File: src/rtl/core/ibfa_pkg.sv
`default_nettype none

package ibfa_pkg;

	// Widths of the external fields. These are fixed by the interface.
	localparam int unsigned SIZE_W     = 32;
	localparam int unsigned STEP_IN_W  = 16;
	localparam int unsigned SLOT_OUT_W = 6;
	localparam int unsigned SUM_W      = 38;

	// Command codes carried in the command field of an input beat.
	localparam logic CMD_CLEAR = 1'b0;
	localparam logic CMD_PLACE = 1'b1;

	typedef struct packed {
		logic                 command;
		logic [SIZE_W-1:0]    size_bytes;
		logic [STEP_IN_W-1:0] first_step;
		logic [STEP_IN_W-1:0] last_step;
	} in_item_t;

	typedef struct packed {
		logic [SLOT_OUT_W-1:0] slot;
		logic                  opened_new;
		logic                  table_full;
		logic [SUM_W-1:0]      requested_total;
		logic [SUM_W-1:0]      allocated_total;
	} out_item_t;

endpackage

`default_nettype wire

File: src/rtl/core/ibfa_table.sv
`default_nettype none

module ibfa_table #(
	parameter int unsigned SLOTS     = 64,
	parameter int unsigned STEP_BITS = 16
) (
	input  wire logic                           clk,
	input  wire logic                           we,
	input  wire logic [$clog2(SLOTS)-1:0]       waddr,
	input  wire logic [ibfa_pkg::SIZE_W-1:0]    wsize,
	input  wire logic [STEP_BITS-1:0]           wstep,
	input  wire logic                           re,
	input  wire logic [$clog2(SLOTS)-1:0]       raddr,
	output logic      [ibfa_pkg::SIZE_W-1:0]    rsize,
	output logic      [STEP_BITS-1:0]           rstep
);
	import ibfa_pkg::*;

	localparam int unsigned ENTRY_W = SIZE_W + STEP_BITS;

	// Each entry holds the slot size in the upper bits and the last step that
	// used the slot in the lower bits.
	logic [ENTRY_W-1:0] mem [SLOTS];
	logic [ENTRY_W-1:0] rdata_q;

	always_ff @(posedge clk) begin
		if (we) begin
			mem[waddr] <= {wsize, wstep};
		end
	end

	always_ff @(posedge clk) begin
		if (re) begin
			rdata_q <= mem[raddr];
		end
	end

	assign rsize = rdata_q[ENTRY_W-1:STEP_BITS];
	assign rstep = rdata_q[STEP_BITS-1:0];

endmodule

`default_nettype wire

File: src/rtl/core/ibfa_scan.sv
`default_nettype none

module ibfa_scan #(
	parameter int unsigned SLOTS     = 64,
	parameter int unsigned STEP_BITS = 16
) (
	input  wire logic                        clk,
	input  wire logic                        arst_n,
	input  wire logic                        start,
	input  wire logic                        cmp_vld,
	input  wire logic [$clog2(SLOTS)-1:0]    cmp_idx,
	input  wire logic [ibfa_pkg::SIZE_W-1:0] cmp_size,
	input  wire logic [STEP_BITS-1:0]        cmp_step,
	input  wire logic [ibfa_pkg::SIZE_W-1:0] req_size,
	input  wire logic [STEP_BITS-1:0]        req_first,
	output logic                             found,
	output logic      [$clog2(SLOTS)-1:0]    best_idx,
	output logic      [ibfa_pkg::SIZE_W-1:0] best_size
);
	import ibfa_pkg::*;

	logic                     found_q;
	logic [$clog2(SLOTS)-1:0] best_idx_q;
	logic [SIZE_W-1:0]        best_size_q;
	logic                     fits;

	// A slot fits when it was last used strictly before the new interval
	// starts and is large enough. A strictly smaller fit replaces the current
	// best, so among equal sizes the lowest slot wins.
	assign fits = (cmp_step < req_first) && (cmp_size >= req_size) &&
		(!found_q || (cmp_size < best_size_q));

	always_ff @(posedge clk or negedge arst_n) begin
		if (!arst_n) begin
			found_q <= 1'b0;
		end else if (start) begin
			found_q <= 1'b0;
		end else if (cmp_vld && fits) begin
			found_q <= 1'b1;
		end
	end

	always_ff @(posedge clk) begin
		if (!start && cmp_vld && fits) begin
			best_idx_q  <= cmp_idx;
			best_size_q <= cmp_size;
		end
	end

	assign found     = found_q;
	assign best_idx  = best_idx_q;
	assign best_size = best_size_q;

endmodule

`default_nettype wire

File: src/rtl/core/interval_best_fit_buffer_allocator.sv
`default_nettype none

// Best-fit allocator that maps buffer lifetime intervals onto reusable slots.
// Input channel (in_valid / in_stall / in_data): one beat is either a clear
// command, which empties the slot table and both running totals, or an
// interval to place. Intervals are expected in ascending order of first step.
// A place beat with a zero size is dropped, as is a clear; neither gives a
// result. Every other place beat gives exactly one result beat on the output
// channel (out_valid / out_stall / out_data) with the chosen slot, whether a
// slot was opened, the table-full flag and the saturating byte totals.
// The block handles one interval at a time. With reuse enabled, the scan reads
// one table entry per cycle through the single read port of the slot memory
// and feeds it to one shared compare unit until every open slot has been read.
// With reuse disabled the scan is skipped and the beat goes to the final step.
// in_stall is high from acceptance until the result is written into the
// output register; that register lets the next beat be taken while a result
// still waits. If the receiver stalls, a finished result waits there and the
// next interval holds in its final step until the output register drains.
// Reset empties the table, clears the totals and sets reuse_enable to 1.
// The reuse_enable register is written through cfg_we / cfg_wdata; the user
// must write it only while idle, which the block itself does not enforce.
module interval_best_fit_buffer_allocator #(
	parameter int unsigned SLOTS     = 64,
	parameter int unsigned STEP_BITS = 16
) (
	input  wire logic                clk,
	input  wire logic                arst_n,
	input  wire logic                cfg_we,
	input  wire logic                cfg_wdata,
	input  wire logic                in_valid,
	output logic                     in_stall,
	input  wire ibfa_pkg::in_item_t  in_data,
	output logic                     out_valid,
	input  wire logic                out_stall,
	output ibfa_pkg::out_item_t      out_data
);
	import ibfa_pkg::*;

	localparam int unsigned SLOT_W = $clog2(SLOTS);
	localparam int unsigned CNT_W  = $clog2(SLOTS + 1);
	localparam logic [CNT_W-1:0] SLOTS_C = CNT_W'(SLOTS);
	localparam logic [SUM_W-1:0] SUM_MAX = {SUM_W{1'b1}};

	// One-hot sequencer states.
	typedef enum logic [2:0] {
		ST_IDLE   = 3'b001,
		ST_SCAN   = 3'b010,
		ST_COMMIT = 3'b100
	} state_t;

	state_t state_q;

	logic               reuse_q;
	logic [CNT_W-1:0]   cnt_q;
	logic [SUM_W-1:0]   req_sum_q;
	logic [SUM_W-1:0]   alloc_sum_q;
	logic [SIZE_W-1:0]  size_q;
	logic [STEP_BITS-1:0] first_q;
	logic [STEP_BITS-1:0] last_q;
	logic [CNT_W-1:0]   scan_idx_q;
	logic               rd_vld_s1;
	logic [SLOT_W-1:0]  rd_idx_s1;
	logic               out_valid_q;
	out_item_t          out_q;

	logic [STEP_BITS-1:0] first_in;
	logic [STEP_BITS-1:0] last_in;
	logic                 in_acc;
	logic                 place;
	logic                 issue;
	logic                 commit;
	logic                 table_full;
	logic                 tbl_we;
	logic [SLOT_W-1:0]    tbl_waddr;
	logic [SIZE_W-1:0]    tbl_wsize;
	logic [SIZE_W-1:0]    tbl_rsize;
	logic [STEP_BITS-1:0] tbl_rstep;
	logic                 found;
	logic [SLOT_W-1:0]    best_idx;
	logic [SIZE_W-1:0]    best_size;
	logic [SLOT_W-1:0]    chosen;
	logic [SLOT_OUT_W-1:0] slot_out;
	logic [SUM_W-1:0]     req_sum_nx;
	logic [SUM_W-1:0]     alloc_sum_nx;

	// Adds a byte count to a running total and sticks at the top value.
	function automatic logic [SUM_W-1:0] sat_add(
		input logic [SUM_W-1:0]  acc,
		input logic [SIZE_W-1:0] inc
	);
		logic [SUM_W:0] s;
		s = {1'b0, acc} + (SUM_W + 1)'(inc);
		return s[SUM_W] ? SUM_MAX : s[SUM_W-1:0];
	endfunction

	// Steps are kept at STEP_BITS; narrower settings drop the upper bits.
	generate
		if (STEP_BITS <= STEP_IN_W) begin : g_step_trunc
			assign first_in = in_data.first_step[STEP_BITS-1:0];
			assign last_in  = in_data.last_step[STEP_BITS-1:0];
		end else begin : g_step_ext
			assign first_in = {{(STEP_BITS - STEP_IN_W){1'b0}}, in_data.first_step};
			assign last_in  = {{(STEP_BITS - STEP_IN_W){1'b0}}, in_data.last_step};
		end
	endgenerate

	assign in_stall = (state_q != ST_IDLE);
	assign in_acc   = in_valid && !in_stall;
	assign place    = in_acc && (in_data.command == CMD_PLACE) &&
		(in_data.size_bytes != '0);

	// The scan issues one read per cycle until every open slot has been read.
	assign issue = (state_q == ST_SCAN) && (scan_idx_q < cnt_q);

	// The final step waits only while an earlier result is still held.
	assign commit     = (state_q == ST_COMMIT) && (!out_valid_q || !out_stall);
	assign table_full = !found && (cnt_q == SLOTS_C);

	assign chosen    = found ? best_idx : cnt_q[SLOT_W-1:0];
	assign tbl_we    = commit && !table_full;
	assign tbl_waddr = chosen;
	assign tbl_wsize = found ? best_size : size_q;

	assign req_sum_nx   = sat_add(req_sum_q, size_q);
	assign alloc_sum_nx = sat_add(alloc_sum_q, size_q);

	generate
		if (SLOT_W >= SLOT_OUT_W) begin : g_slot_trunc
			assign slot_out = chosen[SLOT_OUT_W-1:0];
		end else begin : g_slot_ext
			assign slot_out = {{(SLOT_OUT_W - SLOT_W){1'b0}}, chosen};
		end
	endgenerate

	ibfa_table #(
		.SLOTS     (SLOTS),
		.STEP_BITS (STEP_BITS)
	) u_table (
		.clk   (clk),
		.we    (tbl_we),
		.waddr (tbl_waddr),
		.wsize (tbl_wsize),
		.wstep (last_q),
		.re    (issue),
		.raddr (scan_idx_q[SLOT_W-1:0]),
		.rsize (tbl_rsize),
		.rstep (tbl_rstep)
	);

	ibfa_scan #(
		.SLOTS     (SLOTS),
		.STEP_BITS (STEP_BITS)
	) u_scan (
		.clk       (clk),
		.arst_n    (arst_n),
		.start     (place),
		.cmp_vld   (rd_vld_s1),
		.cmp_idx   (rd_idx_s1),
		.cmp_size  (tbl_rsize),
		.cmp_step  (tbl_rstep),
		.req_size  (size_q),
		.req_first (first_q),
		.found     (found),
		.best_idx  (best_idx),
		.best_size (best_size)
	);

	always_ff @(posedge clk or negedge arst_n) begin
		if (!arst_n) begin
			reuse_q <= 1'b1;
		end else if (cfg_we) begin
			reuse_q <= cfg_wdata;
		end
	end

	// Sequencer. When the last read has been issued, its compare happens in the
	// following cycle, which is also the last cycle of the scan state.
	always_ff @(posedge clk or negedge arst_n) begin
		if (!arst_n) begin
			state_q    <= ST_IDLE;
			scan_idx_q <= '0;
			rd_vld_s1  <= 1'b0;
		end else begin
			rd_vld_s1 <= issue;
			case (state_q)
				ST_IDLE: begin
					if (place) begin
						scan_idx_q <= '0;
						state_q    <= reuse_q ? ST_SCAN : ST_COMMIT;
					end
				end
				ST_SCAN: begin
					if (issue) begin
						scan_idx_q <= scan_idx_q + 1'b1;
					end else begin
						state_q <= ST_COMMIT;
					end
				end
				ST_COMMIT: begin
					if (commit) begin
						state_q <= ST_IDLE;
					end
				end
				default: begin
					state_q <= ST_IDLE;
				end
			endcase
		end
	end

	always_ff @(posedge clk) begin
		if (issue) begin
			rd_idx_s1 <= scan_idx_q[SLOT_W-1:0];
		end
		if (place) begin
			size_q  <= in_data.size_bytes;
			first_q <= first_in;
			last_q  <= last_in;
		end
	end

	// Slot count and running totals. A clear resets them but leaves the entries;
	// entries at or above the count are never read.
	always_ff @(posedge clk or negedge arst_n) begin
		if (!arst_n) begin
			cnt_q       <= '0;
			req_sum_q   <= '0;
			alloc_sum_q <= '0;
		end else if (in_acc && (in_data.command == CMD_CLEAR)) begin
			cnt_q       <= '0;
			req_sum_q   <= '0;
			alloc_sum_q <= '0;
		end else if (commit && !table_full) begin
			req_sum_q <= req_sum_nx;
			if (!found) begin
				cnt_q       <= cnt_q + 1'b1;
				alloc_sum_q <= alloc_sum_nx;
			end
		end
	end

	always_ff @(posedge clk or negedge arst_n) begin
		if (!arst_n) begin
			out_valid_q <= 1'b0;
		end else if (commit) begin
			out_valid_q <= 1'b1;
		end else if (!out_stall) begin
			out_valid_q <= 1'b0;
		end
	end

	always_ff @(posedge clk) begin
		if (commit) begin
			out_q.slot            <= table_full ? '0 : slot_out;
			out_q.opened_new      <= !found && !table_full;
			out_q.table_full      <= table_full;
			out_q.requested_total <= table_full ? req_sum_q : req_sum_nx;
			out_q.allocated_total <= (found || table_full) ? alloc_sum_q : alloc_sum_nx;
		end
	end

	assign out_valid = out_valid_q;
	assign out_data  = out_q;

`ifndef SYNTHESIS
	a_cnt_bound: assert property (@(posedge clk) disable iff (!arst_n)
		cnt_q <= SLOTS_C)
		else $error("slot count above table depth");

	a_out_from_commit: assert property (@(posedge clk) disable iff (!arst_n)
		$rose(out_valid_q) |-> $past(state_q == ST_COMMIT))
		else $error("result appeared outside the final step");

	a_flags_exclusive: assert property (@(posedge clk) disable iff (!arst_n)
		out_valid_q |-> !(out_q.opened_new && out_q.table_full))
		else $error("opened_new and table_full both set");

	a_write_in_range: assert property (@(posedge clk) disable iff (!arst_n)
		tbl_we |-> (CNT_W'(tbl_waddr) <= cnt_q) && (cnt_q != '0 || !found))
		else $error("table write beyond the open slots");

	a_no_read_while_idle: assert property (@(posedge clk) disable iff (!arst_n)
		(state_q == ST_IDLE) |=> !rd_vld_s1)
		else $error("table read issued outside a scan");
`endif

endmodule

`default_nettype wire
File: config.mk
export PLATFORM = sky130hd
export DESIGN_NAME = interval_best_fit_buffer_allocator
export DESIGN_NICKNAME = d
export VERILOG_FILES = /design/src/rtl/core/ibfa_pkg.sv /design/src/rtl/core/ibfa_table.sv /design/src/rtl/core/ibfa_scan.sv /design/src/rtl/core/interval_best_fit_buffer_allocator.sv
export SDC_FILE = /design/constraint.sdc
export NUM_CORES = 2
export LEC_CHECK = 0
export BUFFER_PORTS_ARGS = -buffer_cell sky130_fd_sc_hd__buf_4
export CORE_ASPECT_RATIO = 1.1
export CORE_MARGIN = 3
export CORE_UTILIZATION = 53
export CTS_CLUSTER_SIZE = 8
export DETAILED_ROUTE_END_ITERATION = 10
export PLACE_DENSITY = 0.79
export SETUP_SLACK_MARGIN = 0.05
export SYNTH_ARGS = -nofsm -noshare
export SYNTH_HDL_FRONTEND = slang
export SYNTH_SLANG_ARGS = --single-unit
File: constraint.sdc
create_clock -name clk -period 7.9 [get_ports clk]
set_clock_uncertainty 0.2 [all_clocks]
set_input_delay 0.395 -clock clk [delete_from_list [all_inputs] [get_ports clk]]
set_output_delay 0.395 -clock clk [all_outputs]
set_load 0.1 [all_outputs]
-- Word level (Yosys, flattened, before mapping)
Memory sizes are Yosys's and may differ from the RTL's. A register that Yosys moved wholly into a read port is not among the register bits.
Index checks and enable logic that the tools add are counted.
- register bits after elaboration: 289
- RAM bits: 3072
- input bits: 71
- output and inout bits: 86
- memories: 1
- $add $sub $neg: 4
- order comparisons: 4
- equality and inequality tests: 11
- mux-type cells: 28
- bitwise logic cells: 1
- reductions and logical operators: 30
- memories (name ; words ; width ; rd ports ; clocked after memory_dff ; wr ports ; RTL line ; RTL):
    u_table.mem ; 64 ; 48 ; 1 ; 1 ; 1 ; ibfa_table.sv:23 ; logic [ENTRY_W-1:0] mem [SLOTS];
- operators with widths (kind ; count):
    $mux W38 ; 9
    $add A38 B32 Y39 ; 2
    $mux W7 ; 5
    $ge A32 B32 Y1 ; 1
    $lt A32 B32 Y1 ; 1
    $mux W32 ; 1
    $reduce_bool A32 Y1 ; 1
    $lt A16 B16 Y1 ; 1
    $add A7 B1 Y7 const B ; 2
    $logic_and A1 B1 Y1 ; 14
    $pmux W7 S2 ; 1
    $mux W3 ; 4
    $pmux W3 S3 ; 1
    $ne A2 B2 Y1 const B ; 4
    $eq A7 B7 Y1 const B ; 1
    $lt A7 B7 Y1 ; 1
    $logic_not A1 Y1 ; 6
    $mux W1 ; 6
    $mux W6 ; 1
    $reduce_and A3 Y1 ; 2
    $reduce_bool A2 Y1 ; 3
    $ne A2 B1 Y1 const B ; 2
    $eq A3 B1 Y1 const B ; 1
    $eq A3 B2 Y1 const B ; 1
    other kinds (5) ; 7

-- Longest topological paths before layout
- depth in word-level cells: 8
- gate-level depth with buffers: 12

-- By module
From an unflattened synthesis, not the netlist that was laid out.
- cells, all modules: 6639
- area total of the unflattened synthesis: 134854.3 um^2
- modules (own cells, without submodules) (module ; instances ; cells each ; area an instance (um^2)):
    ibfa_table ; 1 ; 4970 ; 117597.8
    interval_best_fit_buffer_allocator ; 1 ; 1356 ; 14054.7
    ibfa_scan ; 1 ; 313 ; 3201.8

-- Least setup slack after synthesis
OpenSTA, ideal clock, no wires.
- path kind: flip-flop to flip-flop
- from: register out_valid_q (netlist: out_valid)
- to: memory u_table.mem[48][0] (netlist name), enable pin
- library setup time: 0.513 ns
- arrival: 7.884 ns
- required time: 7.187 ns
- path slack: -0.698 ns
- cell stages (with the launch flop): 6
- buffers on the path: 2
- period minus slack after synthesis: 8.598 ns
- cell sequence: dfrtp_1 -> a21oi_2 -> nand2_1 -> clkbuf_1 -> buf_1 -> nor3_1
- longest elaborated chain between the ends: 6
- ends and longest elaborated chain (what ; RTL line ; RTL):
    start: declaration ; interval_best_fit_buffer_allocator.sv:63 ; logic out_valid_q;
    start signal: assignment ; interval_best_fit_buffer_allocator.sv:244 ; out_valid_q <= 1'b0;
    start signal: assignment ; interval_best_fit_buffer_allocator.sv:246 ; out_valid_q <= 1'b1;
    start signal: assignment ; interval_best_fit_buffer_allocator.sv:248 ; out_valid_q <= 1'b0;
    $logic_not A1 Y1 ; interval_best_fit_buffer_allocator.sv:116 ; assign commit = (state_q == ST_COMMIT) && (!out_valid_q || !out_stall);
    $logic_or A1 B1 Y1 ; interval_best_fit_buffer_allocator.sv:116 ;
    $logic_and A1 B1 Y1 ; interval_best_fit_buffer_allocator.sv:116 ;
    net commit ; interval_best_fit_buffer_allocator.sv:71 ; logic commit;
    $logic_and A1 B1 Y1 ; interval_best_fit_buffer_allocator.sv:120 ; assign tbl_we = commit && !table_full;
    $mux W1 ; ibfa_table.sv:27 ; if (we) begin
    $mux W1 (not written as such) ; ibfa_table.sv:28 ; mem[waddr] <= {wsize, wstep};
    end: declaration ; ibfa_table.sv:23 ;
The timed path passes the listed nets, and every way through them passes these cells.

-- Final worst setup path
- from: register u_scan.found_q (netlist: u_scan.found)
- to: memory u_table.mem[49][28] (netlist name), enable pin
- longest elaborated chain between the ends: 6
- ends and longest elaborated chain (what ; RTL line ; RTL):
    start: declaration ; ibfa_scan.sv:22 ; logic found_q;
    start signal: assignment ; ibfa_scan.sv:35 ; found_q <= 1'b0;
    start signal: assignment ; ibfa_scan.sv:37 ; found_q <= 1'b0;
    start signal: assignment ; ibfa_scan.sv:39 ; found_q <= 1'b1;
    $logic_not A1 Y1 ; interval_best_fit_buffer_allocator.sv:117 ; assign table_full = !found && (cnt_q == SLOTS_C);
    $logic_and A1 B1 Y1 ; interval_best_fit_buffer_allocator.sv:117 ;
    $logic_not A1 Y1 ; interval_best_fit_buffer_allocator.sv:120 ;
    $logic_and A1 B1 Y1 ; interval_best_fit_buffer_allocator.sv:120 ;
    $mux W1 ; ibfa_table.sv:27 ;
    $mux W1 (not written as such) ; ibfa_table.sv:28 ;
Several ways; a longest one is shown, not always the timed one.

==> flow_summary.ini <==
[global_routing]
grt_pass1_wl_um = 566000
antenna_found_initial = 28
grt_overflow = 0
first_global_vias = 74384
grt_max_degree = 143
track_usage_pct = 30.7

[yosys]
synth.net_count = 6386
ys_types = 79
synth_async_sr_flop_share_pct = 2.85
synth_edf_count = 3312
ys_ff_latch = 3409
avgSynthCellArea_um2 = 21.9
yosysWarnings = 0
yosysSeqAreaShare_pct = 75.6
synthCells = 6162
synth_area_um2 = 135000
synth_ff_type = edfxtp_1

[route]
drt_iter0_drc = 12009
post_drt_wl_per_cell_um = 39.2
vias_per_cell = 7.15
drc_errors = 0
wirelength_um = 400000
via_count = 72991
postRouteAntennaNets = 0
drt_pass1_iterations = 8

[cells_and_area]
nets = 7008
nFillCells = 15811
final_common_cell = edfxtp_1
instances_no_fill = 10207
fin_area_um2 = 155000
final_cell_mix = edfxtp_1 (3312), mux4_2 (1008), clkbuf_16 (472)
area.growth.synth_to_final_pct = 15.0
fin_util_pct = 61.4
drive_gt1_share_pct = 28.6

[worst_setup_path]
required_ns = 8.20
crit_path_max_fanout = 36
worstSetupPathType = reg -> reg
start_kind = flip-flop
crit_path_end_kind = flip-flop
arrival_ns = 6.05

[flow_run]
cap_viol_max_count = 0

[floorplanning]
core_um2 = 252000
die_w_um = 487
fp.dieH_um = 535
start_util_pct = 53.4
dieArea_um2 = 260000
num_rows = 193
io_pins = 157

[clock_network]
numCtsBuffers = 469
hold_buffers = 124
clk_latency_ns = 0.95
cts_max_level = 5
clk_pin_slew_ns = 0.06
cts_resized = 0
cts_tree = done
clock_path_buffers = 4
numClockSinks = 3409
cts-root-buf = clkbuf_16
post_cts_buffers = 0

[status]
outcome = complete, no violations

[place]
dp.cells = 9504
dpl.hpwl_um = 188000
io_buffers = 156
gp_congestion = 0.886
dpl_cell_area_um2 = 141000

[timing]
finalCritPeriodShare_pct = 72.9
hold_violations = 0
slew_headroom_pct = 6.58
finalCriticalPeriod_ns = 5.76
worst_pin_slew_ns = 1.40
setup_tns_ns = 0
max_freq_ghz = 0.174
rsz0062_at_grt = no
maxSlewViolCount = 0
setup_viol = 0

[power_and_ir_drop]
vdd.ir_drop.worst_uv = 244
p_per_area_nw_per_um2 = 256
leakage_uw = 0.0486

[hold_path]
min_path_type = in -> reg
stage by stage:
step	total power, uW	setup WS (ns)	hold slack, ns
floorplan	21300	-0.698	-0.101
global placement	21700	3.03	0.0793
detailed placement	21700	2.87	0.0853
CTS	39700	2.41	0.0100
global route	40500	2.20	0.0391
finish	39600	2.14	0.0614
area by class of cell:
class                      instances  area, um^2  area share [%]
sequential                      3409      102000            65.8
multi-input combinational       2340       32000            20.6
clock buffer                     544       12100            7.80
tap                             3315        4150            2.68
timing repair buffer             451        3870            2.50
clock inverter                    24         424           0.274
inverter                         113         424           0.274
antenna                           11        27.5          0.0178
cell usage after synthesis, types with 27 or more instances:
library cell | number | area, um^2
edfxtp_1 | 3312 | 99500
nand4_1 | 36 | 225
a21o_1 | 36 | 270
nand3_1 | 93 | 465
buf_2 | 79 | 395
xor2_1 | 27 | 236
o21ai_0 | 181 | 906
a21oi_1 | 142 | 711
mux4_2 | 1008 | 22700
nor2_1 | 228 | 856
ha_1 | 151 | 1890
inv_1 | 110 | 413
dfrtp_1 | 95 | 2380
clkbuf_1 | 198 | 743
xnor2_1 | 40 | 350
nand2_1 | 149 | 559
kinds of logic after synthesis:
| group | synth area share (%) |
|---|---|
| buffers and inverters | 1.27 |
| adder cells (fa/ha/maj) | 1.43 |
| AO/OA/AOI/OAI | 2.23 |
| XOR/XNOR | 0.436 |
| AND/OR/NAND/NOR | 2.10 |
| multiplexers | 16.9 |
| flip-flops | 75.6 |
sequential cells by signal, indices dropped and copies added, names as in the netlist, 6 cells and up:
register	count
scan_idx_q	7
rd_idx_s1	6
u_scan.best_size	32
cnt_q	7
u_table.mem	3072
last_q	16
size_q	32
req_sum_q	38
u_table.rdata_q	48
u_scan.best_idx	6
first_q	16
out_data	84
alloc_sum_q	38
critical path, stage by stage, from the launching register on:
cell	delay, ns
dfrtp_4	0.78
clkinv_1	0.43
a21boi_0	0.88
inv_1	0.20
nor2_1	0.42
nand3_1	0.63
nor2_4	0.74
buf_4	0.92
routing by layer:
layer,track usage (%),vias up,wire [um]
met4,16.4,24,26000
met1,38.5,37370,128000
met5,0,-,153
met2,49.0,7187,193000
li1,-,26986,-
met3,8.66,1424,53200
power breakdown:
part | leakage, uW | switching (uW) | total [uW] | internal, uW
registers | 0.0311 | 72.2 | 20000 | 20000
logic | 0.0114 | 955 | 1460 | 504
clock network | 0.00608 | 7560 | 18100 | 10600
total | 0.0486 | 8580 | 39600 | 31100
final timing paths:
kind	to	startpoint	cells after the start	slack, ns
max in group asynchronous	alloc_sum_q[35]	arst_n	3	6.39
min in group asynchronous	alloc_sum_q[24]	arst_n	3	0.16
min	size_q[0]	in_data[32]	2	0.06
min reg2reg	u_scan.best_idx[2]	rd_idx_s1[2]	0	0.22
max	u_table.mem[49][28]	u_scan.found	7	2.14
max reg2reg	u_table.mem[49][28]	u_scan.found	7	2.14
No activity file was read; power rests on OpenSTA's default activity.
